### src/hdl/cbq_pkg.sv
// Shared types, constants and helpers for the stereo cascaded biquad filter.
// No dependencies; every other file of the block depends on this package.
package cbq_pkg;

	localparam int MAX_SECTIONS_DEF = 16;
	localparam int SAMPLE_WIDTH     = 24;
	localparam int COEF_WIDTH       = 32;
	localparam int TAPS             = 5;
	localparam int FRAC_SHIFT       = COEF_WIDTH - 4;
	localparam int ACC_WIDTH        = SAMPLE_WIDTH + COEF_WIDTH + 3;
	localparam int PROD_WIDTH       = SAMPLE_WIDTH + COEF_WIDTH;
	localparam int HIST_WIDTH       = 4 * SAMPLE_WIDTH;

	localparam int RATE_WIDTH  = 19;
	localparam int COUNT_WIDTH = 5;
	localparam logic [RATE_WIDTH-1:0] RATE_A = 19'd44100;
	localparam logic [RATE_WIDTH-1:0] RATE_B = 19'd48000;

	localparam int PADDR_WIDTH = 4;
	localparam int PDATA_WIDTH = 32;

	// input tdata layout
	localparam int OFF_LEFT      = 0;
	localparam int OFF_RIGHT     = OFF_LEFT + SAMPLE_WIDTH;
	localparam int OFF_BANK      = OFF_RIGHT + SAMPLE_WIDTH;
	localparam int SECTION_W     = 4;
	localparam int OFF_SECTION   = OFF_BANK + 1;
	localparam int SLOT_W        = 3;
	localparam int OFF_SLOT      = OFF_SECTION + SECTION_W;
	localparam int OFF_VALUE     = OFF_SLOT + SLOT_W;
	localparam int IN_DATA_WIDTH = OFF_VALUE + COEF_WIDTH;
	localparam int OUT_DATA_WIDTH = 2 * SAMPLE_WIDTH;

	localparam logic CMD_SAMPLE = 1'b0;
	localparam logic CMD_COEF   = 1'b1;

	typedef enum logic [1:0] {
		REG_ENABLE,
		REG_RATE,
		REG_COUNT
	} reg_idx_t;

	typedef enum logic [SLOT_W-1:0] {
		SLOT_B0,
		SLOT_B1,
		SLOT_B2,
		SLOT_A1,
		SLOT_A2
	} coef_slot_t;

	// MAC order within a section; the new input goes last so the previous
	// section's output has time to settle.
	typedef enum logic [2:0] {
		OP_X1,
		OP_X2,
		OP_Y1,
		OP_Y2,
		OP_X
	} op_sel_t;

	typedef struct packed {
		logic    load;
		logic    hist_rd;
		logic    mul_en;
		op_sel_t op_sel;
		logic    acc_init;
		logic    acc_add;
		logic    fin;
		logic    hist_clr;
	} lane_ctl_t;

	function automatic int addr_w(int depth);
		return (depth > 1) ? $clog2(depth) : 1;
	endfunction

	// coefficients are stored in MAC order
	function automatic op_sel_t slot_pos(logic [SLOT_W-1:0] slot);
		op_sel_t p;
		case (slot)
			SLOT_B0: p = OP_X;
			SLOT_B1: p = OP_X1;
			SLOT_B2: p = OP_X2;
			SLOT_A1: p = OP_Y1;
			SLOT_A2: p = OP_Y2;
			default: p = OP_X;
		endcase
		return p;
	endfunction

endpackage

### src/hdl/cbq_ram.sv
// Generic single-write, single-read RAM with registered read data.
// Depends on cbq_pkg for the address width helper.
module cbq_ram #(
	parameter int WIDTH = 8,
	parameter int DEPTH = 16,
	localparam int AW   = cbq_pkg::addr_w(DEPTH)
) (
	input  logic             clk,
	input  logic             we,
	input  logic [AW-1:0]    waddr,
	input  logic [WIDTH-1:0] wdata,
	input  logic             re,
	input  logic [AW-1:0]    raddr,
	output logic [WIDTH-1:0] rdata
);

	logic [WIDTH-1:0] mem_q [DEPTH];
	logic [WIDTH-1:0] rdata_q;

	always_ff @(posedge clk) begin
		if (we) begin
			mem_q[waddr] <= wdata;
		end
		if (re) begin
			rdata_q <= mem_q[raddr];
		end
	end

	assign rdata = rdata_q;

endmodule

### config.mk
export PLATFORM = sky130hd
export DESIGN_NAME = cbq_ram
export DESIGN_NICKNAME = d
export VERILOG_FILES = /design/src/hdl/cbq_pkg.sv /design/src/hdl/cbq_ram.sv
export SDC_FILE = /design/constraint.sdc
export NUM_CORES = 1
export LEC_CHECK = 0
export ABC_AREA = 1
export BUFFER_PORTS_ARGS = -buffer_cell sky130_fd_sc_hd__buf_4
export CAP_MARGIN = 20
export CORE_MARGIN = 1.5
export CORE_UTILIZATION = 65
export DETAILED_ROUTE_END_ITERATION = 6
export GPL_ROUTABILITY_DRIVEN = 0
export PLACE_DENSITY = 0.84
export SETUP_SLACK_MARGIN = 0.3
export SLEW_MARGIN = 25
export SYNTH_ARGS = -nofsm -noshare
export SYNTH_HDL_FRONTEND = slang
export SYNTH_SLANG_ARGS = --single-unit
### constraint.sdc
create_clock -name clk -period 3.4 [get_ports clk]
set_input_delay 0.68 -clock clk [delete_from_list [all_inputs] [get_ports clk]]
set_output_delay 0.68 -clock clk [all_outputs]
set_load 0.03 [all_outputs]
==> impl_metrics.ini, run 1 <==
[clock_network]
clock-sinks = 136
clkTransAtPathRegs_ns = 0.06
tritoncts = built
cts_setup_buffers = 0
cts_buffers = 17
cts_resized = 0
root_buffer = clkbuf_8
cts_hold_buf = 0
htree_num_levels = 4
clk_latency_ns = 0.53
clk_path_buf_depth = 2

[finish]
syn2layout_area_growth_pct = 13.80
n_antenna_cell = 0
fin_cells = 695
final_cell_area_sq_um = 6654
layout.filler_cells = 493
final_core_util = 0.7630
nets = 594
multiInputGateArea_sq_um = 1214
layout-drive-gt1-share = 0.09881
regArea_sq_um = 4084

[run_status]
status = complete, but fails checks
violations = DRC

[place]
dpl-instance-area_sq_um = 6033
place_inst = 664
place_ws_ns = 1.115
port_buffers = 26
hpwl_mm = 7.785

[global_routing]
grt-ovfl-total = 0
grt_max_degree = 65
grt_use_total = 0.3112
grt_first_pass_wirelength_mm = 21.98
antenna_found_initial = 0
grt_pass1_vias = 4002

[sta]
rsz0062_at_grt = no
fin_skew_ns = 0.006725
worstMarginPinSlew_ns = 1.024
fin_crit_sh = 0.5388
final_max_slew_viol_count = 0
fmax_mhz = 545.9
setup_viol = 0
max_slew_margin = 0.3147
setup_slack_ns = 1.568
tns_ns = 0
hold-worst-slack_ns = 0.4810
hold_viol = 0
fin_crit_ns = 1.832

[die]
io_pins = 27
core-area_sq_um = 8721
die_area_sq_um = 9573
die_w_um = 97.84
start_util = 0.6704
die_h_um = 97.84
rows = 34

[logic_synthesis]
synth_edf_count = 136
synth_area_sq_um = 5847
yosys.area.top_type = edfxtp_1
syn_nets = 570
synthDistinctLibCells = 11
synth_most_common_cell = nand2_1
ys.flop_type = edfxtp_1
syn-instance-count = 551
ys_top_cells_by_area = edfxtp_1 70%, nand2_1 11%, nand3_1 8.3%, inv_1 6.4%, buf_6 1.2%
synth_top_area_share = 0.6985
seq_area_frac_synth = 0.6985
synthTopCellsByCount = 173 x nand2_1, 136 x edfxtp_1, 100 x inv_1
async_reset_ff_frac = 0
yosys_warnings = 0
ys_ff_latch = 136
synth_area_per_cell_sq_um = 10.61

[hold_path]
holdCritPathClass = input port to flop

[detailed_routing]
drc = 1
vias_per_cell = 5.970
drt_wl_total_mm = 13.99
drtAntennaViolNets = 0
dr.pass1.iters = 7
dr_total_vias = 4149
first_iter_violations = 757
wl_per_cell_um = 20.13

[critical_path]
critPathKind = input port to flop
cp.arrival_ns = 2.11
start_kind = input port
crit_required_ns = 3.68
cp-end-kind = flop
crit_fanout = 31

[power_and_ir_drop]
p_leak_nw = 2.860
max-vdd-ir-drop_mv = 0.4901
powerDensity_nw_per_um2 = 615.0
total_power_mw = 4.092

[run]
maxCapViolCount = 0
==> logic make-up after synthesis <==
| family | Yosys count | share of synthesized area |
|---|---|---|
| buf+inv | 126 | 0.09394 |
| flops | 136 | 0.6985 |
| simple gates | 289 | 0.2076 |
==> worst paths after layout <==
kind,startpoint,endpoint,slack (ns),cells after the start
setup reg to reg,mem_q[1][2]$_DFFE_PP_,rdata[2]$_DFFE_PP_,2.12,6
setup / recovery,raddr[0],rdata[3]$_DFFE_PP_,1.57,8
hold reg to reg,mem_q[14][2]$_DFFE_PP_,rdata[2]$_DFFE_PP_,0.79,6
hold / removal,re,rdata[1]$_DFFE_PP_,0.48,1
==> placed cells by master, fill, tap and decap left out, drive strengths merged <==
cell | synthesis | routed
inv | 102 | 102
nand3b | 2 | 2
buf | 24 | 29
clkbuf | 0 | 17
bufinv | 0 | 5
nor2 | 17 | 17
edfxtp | 136 | 136
nand3 | 97 | 97
nand2 | 173 | 173
clkinvlp | 0 | 2
clkinv | 0 | 7
==> area by class of cell <==
type | count | area share
clock buffers | 17 | 0.06224
well taps | 108 | 0.02031
clock inverters | 14 | 0.03103
repair buffers | 29 | 0.03272
multi-input cells | 289 | 0.1824
flip-flops and latches | 136 | 0.6138
inverters | 102 | 0.05754
==> registers in the layout (all words and copies together), names as in the netlist <==
name   count
rdata      8
mem_q    128
==> layer usage <==
layer / GRT usage / up-vias / wire (um)
li1: - / 1829 / -
met1: 0.4275 / 1901 / 5007
met2: 0.4891 / 358 / 6811
met3: 0.06872 / 61 / 1626
met4: 0.1308 / 0 / 546
met5: 0 / - / 0
==> where the power goes <==
part	internal [mW]	switching [mW]	leakage, nW	total, mW
logic	0.0691	0.180	1.33	0.249
clock network	1.25	0.689	0.294	1.94
registers	1.89	0.0118	1.24	1.90
==> critical path, cell delays in order <==
cell	delay [ns]
buf_4	0.12
inv_2	0.44
buf_4	0.34
nand2_1	0.08
nand3_1	0.07
nand3_1	0.12
nand3_1	0.16
nand2_1	0.09
(Power assumes the default switching activity.)
==> run 2, diff against run 1 <==
CORE_UTILIZATION = 61   (was 65)
PLACE_DENSITY = 0.79   (was 0.84)
clock period = 1.69 ns   (was 3.4 ns; I/O delays follow)
==> impl_metrics.ini, run 2 (synthesis results as in run 1) <==
[die]
io_pins = 27
die_area_sq_um = 10180
die_h_um = 100.9
die_w_um = 100.9
core-area_sq_um = 9284
rows = 35
start_util = 0.6298

[power_and_ir_drop]
max-vdd-ir-drop_mv = 0.8266
p_sw_frac = 0.2286
clkPwrFrac = 0.444
powerDensity_nw_per_um2 = 1145
p_switching_mw = 1.803
seqPwrFrac = 0.485
p_int_mw = 6.083
p_comb_frac = 0.070
p_leak_nw = 2.989

[sta]
fin_crit_sh = 0.8678
hold_viol = 0
fin_skew_ns = 0.01099
fin_crit_ns = 1.467
final_max_slew_viol_count = 0
setup_viol = 0
fmax_mhz = 681.9
tns_ns = 0
worstMarginPinSlew_ns = 0.3950
rsz0062_at_grt = yes
max_slew_margin = 0.7366

[detailed_routing]
vias_per_cell = 5.644
dr_total_vias = 4165
drc = 2
first_iter_violations = 583
drt_wl_total_mm = 13.94
drtAntennaViolNets = 0
wl_per_cell_um = 18.88
dr.pass1.iters = 7

[finish]
largest_register_ffs = 128
final_core_util = 0.7418
final_cell_area_sq_um = 6887
final_cell_mix = 173 x nand2_1, 136 x edfxtp_1, 100 x inv_1
n_antenna_cell = 0
layout-drive-gt1-share = 0.1346
largest-register = mem_q
nets = 615
final_common_cell = nand2_1
syn2layout_area_growth_pct = 17.78
fin_cells = 738

[critical_path]
timing.rr.start = mem_q[15][2]$_DFFE_PP_
start_kind = flop
path_depth = 1
critPathMaxStageDelay_ns = 0.43
crit_end = rdata[7]
crit_fanout = 1
crit_required_ns = 1.35
critPathKind = flop to output pin
path_cells = buf_6
crit_family = flip-flops
ff2ff_path_depth = 6
r2r_end = rdata[2]$_DFFE_PP_
cp.arrival_ns = 1.13
path_buf_inv = 1
cp-end-kind = output pin
crit_start = rdata[7]$_DFFE_PP_
slowest_stage = edfxtp_1
r2r_slack_ns = 0.46

[place]
port_buffers = 26
place_inst = 706
dpl-instance-area_sq_um = 6292
hpwl_mm = 8.222

[clock_network]
cts_buffers = 17
root_buffer = clkbuf_8
clock-sinks = 136
tritoncts = built
clk_path_buf_depth = 2
clkTransAtPathRegs_ns = 0.06
cts_hold_buf = 0
clk_latency_ns = 0.53
htree_num_levels = 4

[run_status]
status = complete, but fails checks
violations = DRC

[hold_path]
holdCritPathClass = input port to flop

[global_routing]
grt-ovfl-total = 0
grt_pass1_vias = 4031
antenna_found_initial = 0
grt_first_pass_wirelength_mm = 21.37
grt_max_degree = 65
grt_use_total = 0.2971

[run]
maxCapViolCount = 0
run 2: cell types whose count changed in the layout (fill, tap and decap cells not counted):
cell and change:
buf_12 +6, inv_6 +4, bufinv_16 -3, clkinv_4 -1
buf_6 +8, clkinv_1 -2, clkinv_2 +3, buf_4 +7
run 2: through the flow:
stage / total power, mW / hold WS (ns) / worst slack, ns
2_1_floorplan: 4.187 / 0.4369 / 0.4012
3_3_place_gp: 4.400 / 0.6477 / 0.2216
3_5_place_dp: 4.416 / 0.6463 / 0.1818
4_1_cts: 7.884 / 0.1028 / 0.2145
5_1_grt: 8.080 / 0.09526 / 0.1964
6_report: 7.886 / 0.1143 / 0.2235
run 2: worst min path at each step:
stage             start               endpoint  slack, ns  cells after the start
2_1_floorplan  wdata[0]  mem_q[0][0]$_DFFE_PP_       0.44                      0
3_3_place_gp         re     rdata[2]$_DFFE_PP_       0.65                      1
3_5_place_dp         re     rdata[4]$_DFFE_PP_       0.65                      1
4_1_cts              re     rdata[7]$_DFFE_PP_       0.10                      1
5_1_grt              re     rdata[7]$_DFFE_PP_        0.1                      1
6_report             re     rdata[7]$_DFFE_PP_       0.11                      1
run 2: layout make-up:
type                       instances  area [sq um]
clock buffer                      17         414.1
clock inverter                    15         150.1
fill                             607          2397
inverter                         102         382.9
multi-input combinational        289          1214
sequential                       136          4084
tap                              129         161.4
timing repair buffer              50         480.5
run 2: power groups by stage:
stage / Clock (mW) / Combinational [mW] / Sequential (mW)
after floorplan: 0 / 0.266 / 3.92
after global placement: 0 / 0.508 / 3.89
after CTS: 3.51 / 0.543 / 3.83
final: 3.50 / 0.556 / 3.83
after detailed placement: 0 / 0.522 / 3.89
after global routing: 3.65 / 0.595 / 3.83
run 2: routing by layer:
layer  wire, um  vias up  part of all wire  track usage
li1           -     1871                 -            -
met1       5374     1937              0.39       0.3922
met2       6605      311              0.47       0.4652
met3       1519       46              0.11      0.08669
met4        438        0             0.031       0.1282
met5          0        -                 0            0
run 2: what timing repair did:
action | CTS | global route
setup endpoints to repair | 8 | 8
endpoints found under the hold margin | 0 | 0
buffers inserted | 0 | 0
gates resized for setup | 8 | 0
cloned | 0 | 0
