`src/hdl/cbq_pkg.sv`:
```
// Shared types, constants and helpers for the stereo cascaded biquad filter.
// No dependencies; every other file of the block depends on this package.
package cbq_pkg;

	localparam int MAX_SECTIONS_DEF = 16;
	localparam int SAMPLE_WIDTH     = 24;
	localparam int COEF_WIDTH       = 32;
	localparam int TAPS             = 5;
	localparam int FRAC_SHIFT       = COEF_WIDTH - 4;
	localparam int ACC_WIDTH        = SAMPLE_WIDTH + COEF_WIDTH + 3;
	localparam int PROD_WIDTH       = SAMPLE_WIDTH + COEF_WIDTH;
	localparam int HIST_WIDTH       = 4 * SAMPLE_WIDTH;

	localparam int RATE_WIDTH  = 19;
	localparam int COUNT_WIDTH = 5;
	localparam logic [RATE_WIDTH-1:0] RATE_A = 19'd44100;
	localparam logic [RATE_WIDTH-1:0] RATE_B = 19'd48000;

	localparam int PADDR_WIDTH = 4;
	localparam int PDATA_WIDTH = 32;

	// input tdata layout
	localparam int OFF_LEFT      = 0;
	localparam int OFF_RIGHT     = OFF_LEFT + SAMPLE_WIDTH;
	localparam int OFF_BANK      = OFF_RIGHT + SAMPLE_WIDTH;
	localparam int SECTION_W     = 4;
	localparam int OFF_SECTION   = OFF_BANK + 1;
	localparam int SLOT_W        = 3;
	localparam int OFF_SLOT      = OFF_SECTION + SECTION_W;
	localparam int OFF_VALUE     = OFF_SLOT + SLOT_W;
	localparam int IN_DATA_WIDTH = OFF_VALUE + COEF_WIDTH;
	localparam int OUT_DATA_WIDTH = 2 * SAMPLE_WIDTH;

	localparam logic CMD_SAMPLE = 1'b0;
	localparam logic CMD_COEF   = 1'b1;

	typedef enum logic [1:0] {
		REG_ENABLE,
		REG_RATE,
		REG_COUNT
	} reg_idx_t;

	typedef enum logic [SLOT_W-1:0] {
		SLOT_B0,
		SLOT_B1,
		SLOT_B2,
		SLOT_A1,
		SLOT_A2
	} coef_slot_t;

	// MAC order within a section; the new input goes last so the previous
	// section's output has time to settle.
	typedef enum logic [2:0] {
		OP_X1,
		OP_X2,
		OP_Y1,
		OP_Y2,
		OP_X
	} op_sel_t;

	typedef struct packed {
		logic    load;
		logic    hist_rd;
		logic    mul_en;
		op_sel_t op_sel;
		logic    acc_init;
		logic    acc_add;
		logic    fin;
		logic    hist_clr;
	} lane_ctl_t;

	function automatic int addr_w(int depth);
		return (depth > 1) ? $clog2(depth) : 1;
	endfunction

	// coefficients are stored in MAC order
	function automatic op_sel_t slot_pos(logic [SLOT_W-1:0] slot);
		op_sel_t p;
		case (slot)
			SLOT_B0: p = OP_X;
			SLOT_B1: p = OP_X1;
			SLOT_B2: p = OP_X2;
			SLOT_A1: p = OP_Y1;
			SLOT_A2: p = OP_Y2;
			default: p = OP_X;
		endcase
		return p;
	endfunction

endpackage

```
`src/hdl/cbq_ctrl.sv`:
```
// Configuration registers, section/phase sequencer, coefficient write decode
// and the output register that merges both lanes. Depends on cbq_pkg.
module cbq_ctrl #(
	parameter int MAX_SECTIONS = cbq_pkg::MAX_SECTIONS_DEF,
	localparam int HAW         = cbq_pkg::addr_w(MAX_SECTIONS),
	localparam int CAW         = cbq_pkg::addr_w(2 * MAX_SECTIONS * cbq_pkg::TAPS)
) (
	input  logic                                    clk,
	input  logic                                    arst_n,
	input  logic                                    psel,
	input  logic                                    penable,
	input  logic                                    pwrite,
	input  logic [cbq_pkg::PADDR_WIDTH-1:0]         paddr,
	input  logic [cbq_pkg::PDATA_WIDTH-1:0]         pwdata,
	output logic [cbq_pkg::PDATA_WIDTH-1:0]         prdata,
	output logic                                    pready,
	input  logic                                    s_axis_tvalid,
	output logic                                    s_axis_tready,
	input  logic [cbq_pkg::IN_DATA_WIDTH-1:0]       s_axis_tdata,
	input  logic                                    s_axis_tuser,
	output logic                                    m_axis_tvalid,
	input  logic                                    m_axis_tready,
	output logic [cbq_pkg::OUT_DATA_WIDTH-1:0]      m_axis_tdata,
	input  logic signed [cbq_pkg::SAMPLE_WIDTH-1:0] res_left,
	input  logic signed [cbq_pkg::SAMPLE_WIDTH-1:0] res_right,
	output logic                                    coef_we,
	output logic [CAW-1:0]                          coef_waddr,
	output logic [cbq_pkg::COEF_WIDTH-1:0]          coef_wdata,
	output logic                                    coef_re,
	output logic [CAW-1:0]                          coef_raddr,
	output logic [HAW-1:0]                          hist_raddr,
	output logic [HAW-1:0]                          hist_waddr,
	output cbq_pkg::lane_ctl_t                      ctl
);
	import cbq_pkg::*;

	localparam int SCW = $clog2(MAX_SECTIONS + 1);
	localparam logic [2:0] PH_LAST = 3'(TAPS);
	localparam logic [CAW-1:0] BANK1_BASE = CAW'(MAX_SECTIONS * TAPS);

	typedef enum logic [1:0] {
		ST_IDLE,
		ST_RUN,
		ST_PUSH
	} state_t;

	state_t                        state_q;
	logic [SCW-1:0]                sec_q;
	logic [2:0]                    ph_q;
	logic [CAW-1:0]                caddr_q;
	logic                          m_tvalid_q;
	logic [OUT_DATA_WIDTH-1:0]     m_tdata_q;

	logic                          enable_q;
	logic [RATE_WIDTH-1:0]         rate_q;
	logic [COUNT_WIDTH-1:0]        count_q;

	logic                          cfg_wr;
	reg_idx_t                      reg_idx;
	logic                          hist_clr;
	logic                          rate_ok;
	logic                          bank;
	logic [SCW-1:0]                cnt_eff;
	logic                          active;
	logic                          accept;
	logic                          is_coef;
	logic                          live;
	logic                          run;
	logic                          push;
	logic [SCW-1:0]                sec_m1;
	logic [SECTION_W-1:0]          wr_section;
	logic [SLOT_W-1:0]             wr_slot;
	logic                          wr_bank;

	// configuration port
	assign pready  = 1'b1;
	assign cfg_wr  = psel && penable && pwrite && pready;
	assign reg_idx = reg_idx_t'(paddr[3:2]);

	always_comb begin
		case (reg_idx)
			REG_ENABLE: prdata = PDATA_WIDTH'(enable_q);
			REG_RATE:   prdata = PDATA_WIDTH'(rate_q);
			REG_COUNT:  prdata = PDATA_WIDTH'(count_q);
			default:    prdata = '0;
		endcase
	end

	always_comb begin
		hist_clr = 1'b0;
		if (cfg_wr) begin
			case (reg_idx)
				REG_ENABLE: hist_clr = pwdata[0] && !enable_q;
				REG_RATE:   hist_clr = pwdata[RATE_WIDTH-1:0] != rate_q;
				REG_COUNT:  hist_clr = 1'b1;
				default:    hist_clr = 1'b0;
			endcase
		end
	end

	always_ff @(posedge clk or negedge arst_n) begin
		if (!arst_n) begin
			enable_q <= 1'b0;
			rate_q   <= RATE_A;
			count_q  <= '0;
		end else if (cfg_wr) begin
			case (reg_idx)
				REG_ENABLE: enable_q <= pwdata[0];
				REG_RATE:   rate_q   <= pwdata[RATE_WIDTH-1:0];
				REG_COUNT:  count_q  <= pwdata[COUNT_WIDTH-1:0];
				default:    ;
			endcase
		end
	end

	assign rate_ok = (rate_q == RATE_A) || (rate_q == RATE_B);
	assign bank    = rate_q == RATE_B;
	assign cnt_eff = (32'(count_q) > MAX_SECTIONS) ? SCW'(MAX_SECTIONS) : SCW'(count_q);
	assign active  = enable_q && (cnt_eff != '0) && rate_ok;

	// input side
	assign s_axis_tready = state_q == ST_IDLE;
	assign accept        = s_axis_tvalid && s_axis_tready;
	assign is_coef       = s_axis_tuser == CMD_COEF;

	assign wr_bank    = s_axis_tdata[OFF_BANK];
	assign wr_section = s_axis_tdata[OFF_SECTION +: SECTION_W];
	assign wr_slot    = s_axis_tdata[OFF_SLOT +: SLOT_W];
	assign coef_wdata = s_axis_tdata[OFF_VALUE +: COEF_WIDTH];
	assign coef_we    = accept && is_coef && (32'(wr_slot) < TAPS)
	                    && (32'(wr_section) < MAX_SECTIONS);
	assign coef_waddr = CAW'((32'(wr_bank) * MAX_SECTIONS + 32'(wr_section)) * TAPS
	                    + 32'(slot_pos(wr_slot)));

	// sequencer: six phases per section, phase 0 also closes the previous one
	assign run    = state_q == ST_RUN;
	assign live   = run && (sec_q < cnt_eff);
	assign sec_m1 = sec_q - SCW'(1);
	assign push   = (state_q == ST_PUSH) && (!m_tvalid_q || m_axis_tready);

	assign coef_re    = live && (ph_q < PH_LAST);
	assign coef_raddr = caddr_q;
	assign hist_raddr = sec_q[HAW-1:0];
	assign hist_waddr = sec_m1[HAW-1:0];

	always_comb begin
		ctl          = '0;
		ctl.load     = accept && !is_coef;
		ctl.hist_rd  = live && (ph_q == 3'd0);
		ctl.mul_en   = live && (ph_q != 3'd0);
		ctl.op_sel   = op_sel_t'(ph_q - 3'd1);
		ctl.acc_init = live && (ph_q == 3'd1);
		ctl.acc_add  = live && (ph_q >= 3'd2);
		ctl.fin      = run && (ph_q == 3'd0) && (sec_q != '0);
		ctl.hist_clr = hist_clr;
	end

	always_ff @(posedge clk or negedge arst_n) begin
		if (!arst_n) begin
			state_q    <= ST_IDLE;
			sec_q      <= '0;
			ph_q       <= '0;
			caddr_q    <= '0;
			m_tvalid_q <= 1'b0;
			m_tdata_q  <= '0;
		end else begin
			if (push) begin
				m_tdata_q  <= {res_right, res_left};
				m_tvalid_q <= 1'b1;
			end else if (m_axis_tready) begin
				m_tvalid_q <= 1'b0;
			end
			if (coef_re) begin
				caddr_q <= caddr_q + CAW'(1);
			end
			case (state_q)
				ST_IDLE: begin
					if (accept && !is_coef) begin
						sec_q   <= '0;
						ph_q    <= '0;
						caddr_q <= bank ? BANK1_BASE : '0;
						state_q <= active ? ST_RUN : ST_PUSH;
					end
				end
				ST_RUN: begin
					if (sec_q == cnt_eff) begin
						state_q <= ST_PUSH;
					end else if (ph_q == PH_LAST) begin
						ph_q  <= '0;
						sec_q <= sec_q + SCW'(1);
					end else begin
						ph_q <= ph_q + 3'd1;
					end
				end
				ST_PUSH: begin
					if (push) begin
						state_q <= ST_IDLE;
					end
				end
				default: state_q <= ST_IDLE;
			endcase
		end
	end

	assign m_axis_tvalid = m_tvalid_q;
	assign m_axis_tdata  = m_tdata_q;

endmodule

```
`config.mk`:
```
export PLATFORM = sky130hd
export DESIGN_NAME = cbq_ctrl
export DESIGN_NICKNAME = d
export VERILOG_FILES = /design/src/hdl/cbq_pkg.sv /design/src/hdl/cbq_ctrl.sv
export SDC_FILE = /design/constraint.sdc
export NUM_CORES = 1
export LEC_CHECK = 0
export BUFFER_PORTS_ARGS = -buffer_cell sky130_fd_sc_hd__buf_2
export CORE_AREA = 2 2 127 129
export CTS_CLUSTER_SIZE = 12
export DETAILED_ROUTE_END_ITERATION = 8
export DIE_AREA = 0 0 129 131
export PLACE_DENSITY = 0.66
export SYNTH_ARGS = -nofsm -noshare
export SYNTH_HDL_FRONTEND = slang
export SYNTH_SLANG_ARGS = --single-unit
```
`constraint.sdc`:
```
create_clock -name clk -period 2.4 [get_ports clk]
set_clock_uncertainty 0.15 [all_clocks]
set_input_delay 0.12 -clock clk [delete_from_list [all_inputs] [get_ports clk]]
set_output_delay 0.12 -clock clk [all_outputs]
set_load 0.02 [all_outputs]
```
==> flow_summary.yaml, run 1 <==
sta:
  report.final.slew_viol_count: 0
  fin_crit_ps: 2350
  fmax_ghz: 0.426
  setup_viol: 0
  period_share: 0.979
  hold_violations: 0
  rsz0062_at_grt: "true"
clock_tree:
  cts_tree: "built"
  clock_latency_ps: 340
  clk_path_buf_depth: 2
  clock_sinks: 92
  cts_buffers: 9
  ctsRootBufferMaster: "clkbuf_16"
  htree_levels: 3
  clk_pin_slew_worst_paths_ps: 70
setup_path:
  end_kind: "output pin"
  cp_max_fo: 5
  path_cells: "inv_2 -> buf_4 -> ha_4 -> a21oi_4 -> nand2_4 -> or2_4 -> nor3b_2 -> buf_4"
  reg2reg_depth: 10
  startpoint_type: "register"
  path_buf_inv: 3
  crit_arrival_ps: 2080
  cp_slowest_stage_delay_ps: 400
  cpLargestDelayFamily: "simple AND/OR/NAND/NOR gates"
  critPathMostFrequentCell: "buf_4"
  reg2reg_to: "coef_raddr[7]"
  cp_slowest_cell: "dfrtp_1"
  cp.required_ps: 2130
  worstSetupPathType: "register to output pin"
  rr_startpoint: "count_q[4]"
  rrSetupSlack_ps: 150
synth:
  ys_ff_latch: 92
  yosysSeqAreaShare: 0.434
  synth_area_um2: 5320
  ys_types: 57
  syn_avg_cell_area_um2: 11.4
  netlist.top_cell.by_area: "dfrtp_1"
  syn_inst: 467
  synth.most_common_cell: "dfrtp_1"
  synth_edf_count: 0
  yosys-top-cells-count: "dfrtp_1, mux2_2, buf_4, ha_1, nand2_1"
  synthTopCellsByArea: "dfrtp_1, mux2_2, buf_4, ha_1, xor2_1"
  yosys.area.top_type_share: 0.405
  postSynth.asyncResetShare: 1.00
  yosys_warnings: 0
  synth_flop_cell: "dfrtp_1"
finish:
  final_nets: 915
  fillCellCount: 1428
  antenna_cells: 0
  final_core_util: 0.476
  syn_to_final_growth_pct: 39.6
  final_cell_area_um2: 7420
  drive_gt1_frac: 0.476
grt:
  grt_pass1_wl_um: 19800
  grt_antenna_before_repair: 0
  grt_pass1_vias: 3972
  grt_max_degree: 49
  grt_remaining_overflow: 0
  track_usage: 0.149
job:
  max_cap_violations: 0
pwr:
  power.share.clock: 0.240
  comb_power_share: 0.360
  p_int_uw: 3600
  p_leak_uw: 0.00354
  cellPowerDensity_nw_per_um2: 747
  switchingPower_uw: 1950
  swShare: 0.351
  seqPwrFrac: 0.400
  ir_worst_vdd_mv: 0.539
hold_path:
  hold_end: "m_axis_tvalid"
  hp-class: "primary input to register"
  hp-start: "m_axis_tready"
  whs_path_depth: 3
place:
  routabilityCongestion: 0.757
  dpl-instance-area_um2: 6260
  place_hpwl_um: 9280
  port_buffers: 189
drt:
  dr.pass1.iters: 4
  drc_errors: 0
  antenna_left: 0
  wirelength_um: 13100
  wl_per_cell_um: 14.1
  vias: 4220
  drt_iter0_drc: 159
  vias_per_cell: 4.56
floorplan:
  rows: 46
  die_area_um2: 16900
  num_io_pins: 331
  start_util: 0.341
  fp.dieW_um: 129
  die_h_um: 131
  coreArea_um2: 15600
status:
  status: "finished clean"
## worst max path at each step
stage / end / start / depth (start not counted) / slack, ps
2_1_floorplan: ctl[3] / count_q[4] / 7 / 140
3_3_place_gp: coef_waddr[6] / s_axis_tdata[54] / 11 / 40
3_5_place_dp: coef_waddr[7] / s_axis_tdata[54] / 14 / -4
4_1_cts: ctl[3] / count_q[4] / 9 / 1
5_1_grt: ctl[3] / count_q[4] / 8 / -40
6_report: ctl[3] / count_q[4] / 8 / 50
## cells in the final DEF (no fill, tap or decap), types with 3 or more instances in the layout
| cell type | count |
|---|---|
| nand2b_1 | 3 |
| dfrtp_1 | 86 |
| o31ai_1 | 3 |
| nor3_1 | 6 |
| xnor2_1 | 15 |
| o211ai_1 | 3 |
| ha_4 | 4 |
| nand2_1 | 24 |
| o21ai_0 | 10 |
| ha_1 | 24 |
| inv_1 | 13 |
| nor2_1 | 10 |
| buf_4 | 22 |
| a22o_1 | 4 |
| and2_1 | 15 |
| dfstp_2 | 6 |
| dlygate4sd3_1 | 68 |
| mux2_2 | 69 |
| mux2i_1 | 5 |
| nor4_1 | 4 |
| conb_1 | 14 |
| a21oi_1 | 7 |
| buf_2 | 186 |
| nor4b_1 | 5 |
| nand4_1 | 4 |
| clkbuf_16 | 9 |
| nand3_1 | 7 |
| a21o_1 | 4 |
| nor2b_1 | 4 |
| xor2_1 | 19 |
| clkinv_2 | 4 |
| nor3b_2 | 3 |
## registers in the layout, summed over array words and instances (netlist names)
signal	flops
m_axis_tdata	48
ph_q	3
sec_q	5
rate_q	19
count_q	5
m_axis_tvalid	1
enable_q	1
coef_raddr	8
state_q	2
## cells by family (layout without fill, tap and decap cells)
group	Yosys count	in the layout	share of synthesized area
adders and majority gates	30	30	0.0720
buffers and inverters	79	310	0.0960
other	2	14	0.00141
DFF	92	92	0.434
xor gates and xnor gates	34	34	0.0560
AOI/OAI and AO/OA	45	45	0.0600
and+or+nand+nor	109	109	0.120
muxes	76	76	0.160
## power groups by stage
stage | Clock [uW] | Combinational (uW) | Sequential, uW
floorplan | 0 | 920 | 2560
global route | 1450 | 2150 | 2280
finish | 1330 | 1990 | 2220
global placement | 0 | 1800 | 2220
detailed placement | 0 | 1810 | 2230
CTS | 1400 | 1960 | 2210
## final cells by class
cell class,instances,area [um2],share of cell area
Clock buffer,10,239,0.0322
Sequential cell,92,2310,0.311
Multi-Input combinational cell,308,2690,0.362
Clock inverter,6,38.8,0.00523
Inverter,16,61.3,0.00826
Timing Repair Buffer,278,1820,0.245
Tap cell,216,270,0.0364
## metal layers
metal	track usage	part of all wire	wire length, um
met1	0.191	0.43	5700
met2	0.244	0.49	6480
met3	0.0452	0.057	744
met4	0.0435	0.014	180
met5	0	0	0
## worst min-delay path, cell delays in order
cell      delay [ps]
buf_2             90
nand2b_1         170
nand2_1           60
## through the flow
stage                     std cells  power, uW  setup TNS [ps]  hold slack, ps  setup slack [ps]
final                           926       5550               0          0.0811              51.3
after CTS                       922       5570               0           0.549              1.34
after global placement          833       4020               0            -115              42.4
after global routing            926       5880           -45.2            19.4             -44.3
after detailed placement        833       4050           -5.14            -115             -4.47
after floorplan                 479       3480               0            -326               143
## timing repair
item / CTS / global route
setup buffers: 5 / 4
hold endpoints to repair: 159 / 0
resized for setup: 12 / 16
pin swaps: 5 / 10
hold buffers: 68 / 0
setup endpoints to repair: 7 / 9
No activity file was read; power rests on OpenSTA's default activity.
==> run 2: changes to the inputs <==
--- a/config.mk
+++ b/config.mk
@@ -6,11 +6,10 @@
 export NUM_CORES = 1
 export LEC_CHECK = 0
 export BUFFER_PORTS_ARGS = -buffer_cell sky130_fd_sc_hd__buf_2
-export CORE_AREA = 2 2 127 129
+export CORE_AREA = 2 2 134 136
 export CTS_CLUSTER_SIZE = 12
 export DETAILED_ROUTE_END_ITERATION = 8
-export DIE_AREA = 0 0 129 131
-export PLACE_DENSITY = 0.66
+export DIE_AREA = 0 0 136 138
 export SYNTH_ARGS = -nofsm -noshare
 export SYNTH_HDL_FRONTEND = slang
 export SYNTH_SLANG_ARGS = --single-unit
==> run 2 against run 1 <==
Compared with the run above:
- sequential cell count is the same
- critical path type unchanged
- die area grew 11%
- highest routed layer unchanged
- critical endpoint unchanged
- combinational power shrank 2%
- largest power group unchanged
- first-iteration DRC count shrank 2.5%
- total power grew 2.1%
==> flow_summary.yaml, run 2 (synthesis results as in run 1) <==
drt:
  wl_per_cell_um: 14.0
  antenna_left: 0
  wirelength_um: 13200
  route.met3.wl_um: 778
  vias_per_cell: 4.47
  drt_iter0_drc: 155
  drc_errors: 0
  vias: 4189
  top_layer: "met4"
  wl_met1_um: 5710
  dr.pass1.iters: 4
  wl_met2_um: 6310
pwr:
  power.share.clock: 0.264
  swShare: 0.344
  seqPwrFrac: 0.391
  ir_worst_vdd_mv: 0.388
  comb_power_share: 0.345
  p_int_uw: 3720
  fin_total_pwr_uw: 5670
  switchingPower_uw: 1950
  cellPowerDensity_nw_per_um2: 760
  p_leak_uw: 0.00354
clock_tree:
  cts_tree: "built"
  clk_path_buf_depth: 2
  cts_buffers: 9
  clk_pin_slew_worst_paths_ps: 60
  ctsRootBufferMaster: "clkbuf_16"
  clock_latency_ps: 350
  htree_levels: 3
  clock_sinks: 92
finish:
  final_nets: 914
  layout_common_cells: "buf_2, dfrtp_1, mux2_2, dlygate4sd3_1, nand2_1"
  antenna_cells: 0
  syn_to_final_growth_pct: 40.2
  final_core_util: 0.425
  layout_commonest_cell: "buf_2"
  fillCellCount: 1699
  drive_gt1_frac: 0.474
  largest_reg_flops: 48
setup_path:
  cp_slowest_stage_delay_ps: 390
  rrSetupSlack_ps: 200
  reg2reg_to: "sec_q[4]"
  rr_startpoint: "count_q[4]"
  crit_end: "ctl[3]"
  path_cells: "inv_2 -> ha_2 -> a21oi_4 -> nand2_4 -> or2_4 -> nor3b_2 -> buf_4"
  worstSetupPathType: "register to output pin"
  crit_start: "count_q[4]"
  crit_cells: 7
  cp_slowest_cell: "dfrtp_1"
  reg2reg_depth: 8
  cp.required_ps: 2130
  crit_arrival_ps: 2030
  cpLargestDelayFamily: "simple AND/OR/NAND/NOR gates"
  startpoint_type: "register"
  cp_max_fo: 5
  path_buf_inv: 2
  end_kind: "output pin"
sta:
  hold_violations: 0
  rsz0062_at_grt: "true"
  period_share: 0.957
  fin_tns_setup_ps: 0
  worst_hold_slack_ps: 44.4
  report.final.slew_viol_count: 0
  setup_viol: 0
  fin_ws_ps: 104
  fmax_ghz: 0.436
  fin_crit_ps: 2300
place:
  routabilityCongestion: 0.794
  port_buffers: 189
  pre_cts_slack_ps: 17.5
  place_hpwl_um: 9420
grt:
  track_usage: 0.141
  grt_remaining_overflow: 0
  grt_antenna_before_repair: 0
  grt_pass1_wl_um: 20900
  grt_pass1_vias: 4162
  grt_max_degree: 49
status:
  status: "finished clean"
job:
  max_cap_violations: 0
hold_path:
  hp-class: "primary input to register"
floorplan:
  num_io_pins: 331
  fp.dieW_um: 136
  rows: 49
  die_area_um2: 18800
  start_util: 0.303
  coreArea_um2: 17500
  die_h_um: 138
==> run 2: how the worst min path moves through the flow <==
stage                            end  depth (start not counted)  slack [ps]  startpoint
floorplan              coef_raddr[0]                          0        -330      arst_n
detailed placement  m_axis_tdata[23]                          1         -30      arst_n
global placement    m_axis_tdata[23]                          1         -20      arst_n
finish                      enable_q                          4          40    paddr[3]
CTS                         enable_q                          4          20    paddr[3]
global route                enable_q                          4          60    paddr[3]
==> run 2: tightest hold or removal path, cell delays in order <==
cell     delay [ps]
buf_2           160
nor3_1           80
nand2_1          60
o21ai_0          70
==> run 2: metrics by stage <==
step	instances	instance area, um2
finish	938	7460
global route	938	7460
CTS	934	7310
detailed placement	846	6270
global placement	846	6270
floorplan	479	5360
==> run 2: what timing repair did <==
item                                    4_1_cts  5_1_grt
endpoints found under the hold margin       107        0
setup buffers                                 3        5
hold buffers                                 69        0
gates resized for setup                       4       27
endpoints found under the setup margin        5        9
pin swaps                                     2       13
==> run 2: cell type report <==
type	instances	area, um2	share of cell area
Clock buffer	12	256	0.0344
Clock inverter	4	55.1	0.00738
Inverter	16	61.3	0.00822
Multi-Input combinational cell	308	2660	0.357
Sequential cell	92	2310	0.310
Tap cell	229	287	0.0384
Timing Repair Buffer	277	1820	0.245
==> run 2: routing by layer <==
metal	GRT usage	up-vias
met5	0	-
met4	0.0565	0
met3	0.0396	38
met2	0.223	132
met1	0.180	1986
li1	-	2033
==> run 2: power by group through the flow <==
stage | Combinational (uW) | Clock, uW | Sequential (uW)
global route | 2120 | 1620 | 2270
floorplan | 920 | 0 | 2560
detailed placement | 1810 | 0 | 2230
finish | 1950 | 1500 | 2210
CTS | 1920 | 1560 | 2210
global placement | 1790 | 0 | 2220
